--- config.mk ---
export PLATFORM = sky130hd
export DESIGN_NAME = bidirectional_batch_admission_arbiter_top
export DESIGN_NICKNAME = d
export VERILOG_FILES = /design/src/sv/bbaa_pkg.sv /design/src/sv/bidirectional_batch_admission_arbiter_top.sv /design/src/sv/bbaa_cfg.sv /design/src/sv/bbaa_core.sv
export SDC_FILE = /design/constraint.sdc
export NUM_CORES = 1
export LEC_CHECK = 0
export ABC_AREA = 1
export BUFFER_PORTS_ARGS = -buffer_cell sky130_fd_sc_hd__buf_2
export CAP_MARGIN = 5
export CORE_MARGIN = 4
export CORE_UTILIZATION = 54
export DETAILED_ROUTE_END_ITERATION = 10
export PLACE_DENSITY = 0.76
export SYNTH_ARGS = -nofsm -noshare
export SYNTH_HDL_FRONTEND = slang
export SYNTH_SLANG_ARGS = --single-unit
--- constraint.sdc ---
create_clock -name i_clk -period 12.3 [get_ports i_clk]
set_input_delay 3.075 -clock i_clk [delete_from_list [all_inputs] [get_ports i_clk]]
set_output_delay 3.075 -clock i_clk [all_outputs]
set_load 0.02 [all_outputs]
--- src/sv/bbaa_pkg.sv ---
// ----------------------------------------------------------------------------
// bbaa_pkg
// Shared types, codes and constants of the batch admission arbiter.
// ----------------------------------------------------------------------------
package bbaa_pkg;

    // Defaults and fixed limits
    localparam int unsigned MAX_COUNT_DEFAULT = 255;
    localparam logic [7:0]  BATCH_DEFAULT     = 8'd5;
    localparam logic [7:0]  BATCH_CAP         = 8'd255;

    // Configuration port
    localparam int unsigned APB_AW             = 2;
    localparam int unsigned APB_DW             = 32;
    localparam logic [APB_AW-1:0] ADDR_BATCH_LIM = '0;

    // Request codes
    localparam logic REQ_ARRIVE = 1'b0;
    localparam logic REQ_DEPART = 1'b1;

    // Travel / previous direction codes
    localparam logic TRAVEL_UP = 1'b0;
    localparam logic TRAVEL_DN = 1'b1;

    // Crossing direction
    typedef enum logic [1:0] {
        CROSS_IDLE = 2'd0,
        CROSS_UP   = 2'd1,
        CROSS_DN   = 2'd2
    } t_dir;

    // One result beat
    typedef struct packed {
        logic [7:0] granted_count;
        logic       granted_dir;
        logic [1:0] current_dir;
        logic [7:0] occupancy;
        logic       overflow;
    } t_result;

    // Direction choice when the resource is empty
    function automatic t_dir pick_dir(input logic up_waits, input logic down_waits,
                                      input logic prev);
        t_dir d;
        if (up_waits && !down_waits) begin
            d = CROSS_UP;
        end else if (down_waits && !up_waits) begin
            d = CROSS_DN;
        end else if (!up_waits && !down_waits) begin
            d = CROSS_IDLE;
        end else begin
            d = (prev == TRAVEL_UP) ? CROSS_DN : CROSS_UP;
        end
        return d;
    endfunction

endpackage

--- src/sv/bidirectional_batch_admission_arbiter_top.sv ---
// ----------------------------------------------------------------------------
// bidirectional_batch_admission_arbiter_top
// Direction arbiter with a batch limit for a shared one-way resource.
// ----------------------------------------------------------------------------
// Every input beat is an arrival (req_type 0, with its travel direction) or a
// departure (req_type 1), and it yields exactly one result beat: how many
// waiters were admitted and in which direction, the crossing direction and
// occupancy after the event, and an overflow flag when an arrival is dropped
// because its waiting counter sits at MAX_COUNT. The block takes one beat per
// clock cycle while the output side does not stall; a beat lands in the input
// register when accepted, is evaluated against the arbiter state as it moves
// into the result register (grant count is a closed-form minimum, so the whole
// update is one pass of logic), and its result is offered from there. The
// result register lets the input side keep flowing while a result waits;
// the input stalls only when both registers are full and the output side
// stalls. The batch limit (APB word 0, reset 5; 0 acts as 5) sets how many
// users enter in one direction before yielding to a waiting opposite side;
// write it only while the block is idle. MAX_COUNT sizes the waiting and
// occupancy counters; the reported counts are the low 8 bits.
// ----------------------------------------------------------------------------
module bidirectional_batch_admission_arbiter_top #(
    parameter int unsigned MAX_COUNT = bbaa_pkg::MAX_COUNT_DEFAULT
) (
    input  logic                         i_clk,
    input  logic                         i_rst_n,
    // Input channel
    input  logic                         i_in_valid,
    output logic                         o_in_stall,
    input  logic                         i_req_type,
    input  logic                         i_travel_dir,
    // Result channel
    output logic                         o_out_valid,
    input  logic                         i_out_stall,
    output logic [7:0]                   o_granted_count,
    output logic                         o_granted_dir,
    output logic [1:0]                   o_current_dir,
    output logic [7:0]                   o_occupancy,
    output logic                         o_overflow,
    // Configuration port
    input  logic                         psel,
    input  logic                         penable,
    input  logic                         pwrite,
    input  logic [bbaa_pkg::APB_AW-1:0]  paddr,
    input  logic [bbaa_pkg::APB_DW-1:0]  pwdata,
    output logic [bbaa_pkg::APB_DW-1:0]  prdata,
    output logic                         pready
);
    import bbaa_pkg::*;

    logic       r_in_valid;
    logic       r_req_type;
    logic       r_travel_dir;
    logic       r_out_valid;
    t_result    r_res;
    t_result    core_res;
    logic [7:0] batch_lim;
    logic       adv;
    logic       in_take;

    // Advance the held beat when the result register is free or draining
    assign adv        = r_in_valid && (!r_out_valid || !i_out_stall);
    assign o_in_stall = r_in_valid && !adv;
    assign in_take    = i_in_valid && !o_in_stall;

    always_ff @(posedge i_clk) begin
        if (!i_rst_n) begin
            r_in_valid  <= 1'b0;
            r_out_valid <= 1'b0;
        end else begin
            if (in_take) begin
                r_in_valid <= 1'b1;
            end else if (adv) begin
                r_in_valid <= 1'b0;
            end
            if (adv) begin
                r_out_valid <= 1'b1;
            end else if (!i_out_stall) begin
                r_out_valid <= 1'b0;
            end
        end
    end

    // Payload registers: capture on accept, hold otherwise
    always_ff @(posedge i_clk) begin
        if (in_take) begin
            r_req_type   <= i_req_type;
            r_travel_dir <= i_travel_dir;
        end
        if (adv) begin
            r_res <= core_res;
        end
    end

    bbaa_cfg u_cfg (
        .i_clk       (i_clk),
        .i_rst_n     (i_rst_n),
        .psel        (psel),
        .penable     (penable),
        .pwrite      (pwrite),
        .paddr       (paddr),
        .pwdata      (pwdata),
        .prdata      (prdata),
        .pready      (pready),
        .o_batch_lim (batch_lim)
    );

    bbaa_core #(
        .MAX_COUNT (MAX_COUNT)
    ) u_core (
        .i_clk        (i_clk),
        .i_rst_n      (i_rst_n),
        .i_adv        (adv),
        .i_req_type   (r_req_type),
        .i_travel_dir (r_travel_dir),
        .i_batch_lim  (batch_lim),
        .o_result     (core_res)
    );

    assign o_out_valid     = r_out_valid;
    assign o_granted_count = r_res.granted_count;
    assign o_granted_dir   = r_res.granted_dir;
    assign o_current_dir   = r_res.current_dir;
    assign o_occupancy     = r_res.occupancy;
    assign o_overflow      = r_res.overflow;

endmodule

--- src/sv/bbaa_cfg.sv ---
// ----------------------------------------------------------------------------
// bbaa_cfg
// Register block: holds the batch limit, written and read over the APB-style port.
// ----------------------------------------------------------------------------
module bbaa_cfg (
    input  logic                         i_clk,
    input  logic                         i_rst_n,
    input  logic                         psel,
    input  logic                         penable,
    input  logic                         pwrite,
    input  logic [bbaa_pkg::APB_AW-1:0]  paddr,
    input  logic [bbaa_pkg::APB_DW-1:0]  pwdata,
    output logic [bbaa_pkg::APB_DW-1:0]  prdata,
    output logic                         pready,
    output logic [7:0]                   o_batch_lim
);
    import bbaa_pkg::*;

    logic [7:0] r_batch_lim;
    logic       wr_en;

    assign pready = 1'b1;
    // Only one register: a write to any address writes it; only address zero reads it
    assign wr_en  = psel && penable && pwrite && pready;

    always_ff @(posedge i_clk) begin
        if (!i_rst_n) begin
            r_batch_lim <= BATCH_DEFAULT;
        end else if (wr_en) begin
            r_batch_lim <= pwdata[7:0];
        end
    end

    always_comb begin
        prdata = '0;
        if (paddr == ADDR_BATCH_LIM) begin
            prdata = {{(APB_DW-8){1'b0}}, r_batch_lim};
        end
    end

    assign o_batch_lim = r_batch_lim;

endmodule

--- src/sv/bbaa_core.sv ---
// ----------------------------------------------------------------------------
// bbaa_core
// Arbiter state and the single-pass update for one arrival or departure.
// ----------------------------------------------------------------------------
module bbaa_core #(
    parameter int unsigned MAX_COUNT = bbaa_pkg::MAX_COUNT_DEFAULT
) (
    input  logic              i_clk,
    input  logic              i_rst_n,
    input  logic              i_adv,
    input  logic              i_req_type,
    input  logic              i_travel_dir,
    input  logic [7:0]        i_batch_lim,
    output bbaa_pkg::t_result o_result
);
    import bbaa_pkg::*;

    localparam int unsigned CW = $clog2(MAX_COUNT + 1);
    localparam int unsigned MW = (CW > 8) ? CW : 8;
    localparam int unsigned SW = MW + 1;
    localparam logic [CW-1:0] MAXC = CW'(MAX_COUNT);

    // State
    t_dir          r_cross, n_cross;
    logic [CW-1:0] r_users, n_users;
    logic [CW-1:0] r_wait_up, n_wait_up;
    logic [CW-1:0] r_wait_down, n_wait_down;
    logic [7:0]    r_batch, n_batch;
    logic          r_blocked, n_blocked;
    logic          r_prev, n_prev;

    // Pre-admission view
    t_dir          cross1;
    logic [CW-1:0] users1, wu1, wd1;
    logic [7:0]    ba1;
    logic          blk1, prev1;
    logic          ovf, do_admit;
    logic [MW-1:0] limit;

    // Admission
    logic [7:0]    mb, room_b, ba2;
    logic [MW-1:0] own_w, room_occ, n_adm;
    logic          opp_nz;
    logic [SW-1:0] ba_sum;

    always_comb begin
        wu1      = r_wait_up;
        wd1      = r_wait_down;
        users1   = r_users;
        cross1   = r_cross;
        ba1      = r_batch;
        blk1     = r_blocked;
        prev1    = r_prev;
        ovf      = 1'b0;
        do_admit = 1'b0;
        limit    = '0;

        if (i_req_type == REQ_ARRIVE) begin
            if (((i_travel_dir == TRAVEL_DN) ? r_wait_down : r_wait_up) >= MAXC) begin
                // Drop the arrival
                ovf = 1'b1;
            end else begin
                if (i_travel_dir == TRAVEL_DN) begin
                    wd1 = r_wait_down + CW'(1);
                end else begin
                    wu1 = r_wait_up + CW'(1);
                end
                if (r_users == '0) begin
                    cross1 = pick_dir(wu1 != '0, wd1 != '0, r_prev);
                    if (cross1 != CROSS_IDLE) begin
                        ba1  = '0;
                        blk1 = 1'b0;
                    end
                end
                do_admit = (cross1 == ((i_travel_dir == TRAVEL_DN) ? CROSS_DN : CROSS_UP));
                limit    = MW'(1);
            end
        end else begin
            if (r_users != '0) begin
                users1 = r_users - CW'(1);
            end
            if (users1 == '0) begin
                prev1  = (r_cross == CROSS_UP) ? TRAVEL_UP : TRAVEL_DN;
                cross1 = pick_dir(r_wait_up != '0, r_wait_down != '0, prev1);
                ba1    = '0;
                blk1   = 1'b0;
            end
            do_admit = 1'b1;
            limit    = MW'(MAX_COUNT);
        end

        // Closed-form grant: min of waiters, limit, free room and batch room
        mb       = (i_batch_lim == '0) ? BATCH_DEFAULT : i_batch_lim;
        own_w    = (cross1 == CROSS_UP) ? MW'(wu1) : MW'(wd1);
        opp_nz   = (cross1 == CROSS_UP) ? (wd1 != '0) : (wu1 != '0);
        room_occ = MW'(MAXC - users1);
        room_b   = (ba1 < mb) ? (mb - ba1) : 8'd1;
        n_adm    = (own_w < limit) ? own_w : limit;
        if (room_occ < n_adm) begin
            n_adm = room_occ;
        end
        if (opp_nz && (MW'(room_b) < n_adm)) begin
            n_adm = MW'(room_b);
        end
        if (!do_admit || (cross1 == CROSS_IDLE) || blk1) begin
            n_adm = '0;
        end

        ba_sum = SW'(ba1) + SW'(n_adm);
        ba2    = (ba_sum > SW'(BATCH_CAP)) ? BATCH_CAP : ba_sum[7:0];

        n_cross     = cross1;
        n_users     = users1;
        n_wait_up   = wu1;
        n_wait_down = wd1;
        n_batch     = ba1;
        n_blocked   = blk1;
        n_prev      = prev1;
        if (n_adm != '0) begin
            n_users = users1 + CW'(n_adm);
            if (cross1 == CROSS_UP) begin
                n_wait_up = wu1 - CW'(n_adm);
            end else begin
                n_wait_down = wd1 - CW'(n_adm);
            end
            n_batch = ba2;
            if (opp_nz && (ba2 >= mb)) begin
                n_blocked = 1'b1;
            end
        end

        o_result.granted_count = 8'(n_adm);
        o_result.granted_dir   = (n_adm != '0) && (cross1 == CROSS_DN);
        o_result.current_dir   = n_cross;
        o_result.occupancy     = 8'(n_users);
        o_result.overflow      = ovf;
    end

    always_ff @(posedge i_clk) begin
        if (!i_rst_n) begin
            r_cross     <= CROSS_IDLE;
            r_users     <= '0;
            r_wait_up   <= '0;
            r_wait_down <= '0;
            r_batch     <= '0;
            r_blocked   <= 1'b0;
            r_prev      <= TRAVEL_DN;
        end else if (i_adv) begin
            r_cross     <= n_cross;
            r_users     <= n_users;
            r_wait_up   <= n_wait_up;
            r_wait_down <= n_wait_down;
            r_batch     <= n_batch;
            r_blocked   <= n_blocked;
            r_prev      <= n_prev;
        end
    end

endmodule

==> run metrics <==
Min Clock Period, post-route ~11 ns; crit-path leading delay family compound AO/OA/AOI/OAI gates; count of distinct cell types in the synthesized netlist 46; Synth Flop Type dfxtp_1; met3 wire len 1120 um; Mean Syn Cell Area around 6.4 sq um; die area between 15000 and 20000 sq um; skew final between 0.006 and 0.007 ns; Pre-Repair DR Iteration Count 6; Yosys warning total 0; Site Rows 42; max frequency 0.0884 GHz; worst reg2reg setup slack around 1 ns; clk slew on worst S/H paths approximately 0.060 ns; status completed; Final Util 58.9%; RR Startpoint u_core.r_users[0]$_SDFFE_PN0P_; most frequent CP cell nand2_1; P_leak around 4.2 nW; routed wire length approximately 19000 um; critical path type reg2reg; Buffers & Inverters on Critical Path 10; RD Place Congestion about 0.95; Post-CTS Repair Setup Buffers 0; Num CTS Buffers 9; Hold Startpoint u_core.r_batch[3]$_SDFFE_PN0P_; count leader, synth nand2_1; slowest cell on the critical path inv_1; WL met2 between 8000 and 9000 um; unrepaired setup endpoints after global routing false; Setup-failing EPs final 0; initial antenna violation count 0; non-filler cells in the finished layout between 1000 and 1500; Ports just under 100; fraction of the yosys area taken by sequential cells a little over a fifth; GRT Residual Overflow 0; R2R cell count 63; max-slew headroom at the worst pin around 30%; H-tree depth 3; Routed Antenna Nets 0; all-layer global routing usage 25.6%; worst endpoint required time 12.50 ns; fin nets between 1000 and 1500; DRC viols 0; cell area after layout 7770 sq um; 1st-iter DRT viols around 580; Synth Instances about 1100; via count 7209; Pwr Total between 0.002 and 0.0025 W; global-route wire length before repair 31000 um; post-CTS resize count 0; top cell type's share of synthesized area between 10 and 15%; final worst-path cycle share between 90 and 100%; Core Region about 13000 sq um; Setup crit start u_core.r_users[0]$_SDFFE_PN0P_; Synth area leaders nand2_1 (15%), dfxtp_1 (13%), ha_1 (12%); hpwl dp between 10000 and 15000 um; DR top layer met4; Tightest Pin Transition approximately 1.0 ns; CP Launch Type flop; CP peak stage delay between 0.5 and 0.6 ns; cell area power density ~320 nW/um^2; cell count along the critical path 63; cell area after synthesis just over 7000 sq um; Die Wd around 120 um; # diodes 0; Synth area leader nand2_1; Clock Sinks between 60 and 70; IO buf count 48; CP Max Fanout 28; Hold Path Class reg2reg; Initial Util 54.8%; final hold violation count 0; Synth Register Bits ~70; cts hold-fix bufs 0; setup tns final 0 ns; placement-stage cell area around 7500 sq um; FFs w/ async S/R, synth 0%; Via density about 5.4; top cells by count, synth nand2_1 (282), inv_1 (167), nand3_1 (104); MaxCap Viol Count 0; WL/cell between 10 and 15 um; worst vdd rail ir drop roughly 0.16 mV; critical path capture point type flop; worst path arrival time between 10 and 15 ns; share of cells above drive strength 1 10.4%; TritonCTS clock tree yes; clock latency on the worst-skew pair between 0.3 and 0.4 ns; Clk Tree Root Cell clkbuf_16; synthesis-to-finish area growth 7.40%; Die Ht around 120 um; met1 wire length 8560 um; placed insts 1319; vias in the first global route 6432; clock tree buffer depth 2; hold-critical path depth 2; Post-synth EDFFs 22; Max Slew Vio Count 0; largest net degree at the start of global routing 50
-- metal layers --
metal,GRT usage (%),vias to the layer above
met5,0,-
met4,10.8,0
met3,3.50,45
met2,41.7,204
met1,34.1,3303
li1,-,3657
-- flip-flops by register name, indices dropped and copies added (netlist names), 2 cells and up --
name,flops
o_current_dir,2
o_granted_count,8
o_occupancy,8
u_cfg.o_batch_lim,8
u_core.r_batch,8
u_core.r_cross,2
u_core.r_users,8
u_core.r_wait_down,8
u_core.r_wait_up,8
-- path summary, 6_finish.rpt --
path	end
setup / recovery	u_core.r_blocked$_SDFFE_PN0P_
hold / removal	u_core.r_batch[3]$_SDFFE_PN0P_
setup reg to reg	u_core.r_blocked$_SDFFE_PN0P_
hold reg to reg	u_core.r_batch[3]$_SDFFE_PN0P_
-- worst reg2reg max path: cells and delay by family, from the launching register on --
family | cells | cell delay [ns]
compound gates | 23 | 4.38
fa+ha+maj | 7 | 1.99
simple gates | 23 | 2.70
buf+inv | 10 | 1.79
flops | 1 | 0.32
-- placed cells by master (no fill, tap or decap), types with 7 or more instances in the layout --
cell type,Yosys,routed
ha_1,71,71
nand2_1,282,282
clkbuf_16,0,9
buf_4,28,9
a21oi_1,73,73
conb_1,2,25
xor2_1,16,16
nand4_1,13,13
o21bai_1,9,9
dfxtp_1,46,46
nor3_1,7,7
buf_2,6,48
inv_1,167,167
o21ai_0,85,85
edfxtp_1,22,22
o21ai_1,9,9
nand3_1,104,104
nor2_1,72,71
nand2_2,13,13
-- cells by family after synthesis --
family / count (synthesis) / share of synthesized area (%)
adder cells (fa/ha/maj): 76 / 13.7
AND/OR/NAND/NOR: 520 / 32.0
buffers and inverters: 241 / 14.4
XOR/XNOR: 23 / 2.98
flip-flops: 68 / 21.9
AO/OA/AOI/OAI: 197 / 15.0
other: 2 / 0.104
-- metrics by stage --
stage	setup WS [ns]	hold slack, ns
2_1_floorplan	2.87	0.446
3_3_place_gp	1.43	0.453
3_5_place_dp	1.34	0.458
4_1_cts	1.23	0.466
5_1_grt	0.0238	0.492
6_report	0.994	0.467
-- area by class of cell --
cell class | count | area (sq um)
Multi-Input combinational cell | 841 | 4700
Clock inverter | 3 | 38.8
Tap cell | 176 | 220
Fill cell | 1310 | 5420
Clock buffer | 13 | 250
Timing Repair Buffer | 57 | 308
Inverter | 177 | 664
Sequential cell | 68 | 1580
-- report_power, final --
group	switching [W]	leakage, nW	internal [W]
Combinational	0.00126	3.52	0.000601
Sequential	0.0000376	0.587	0.000313
Clock	0.0000986	0.141	0.000162
Note: power is estimated with default switching activity, not from simulation.
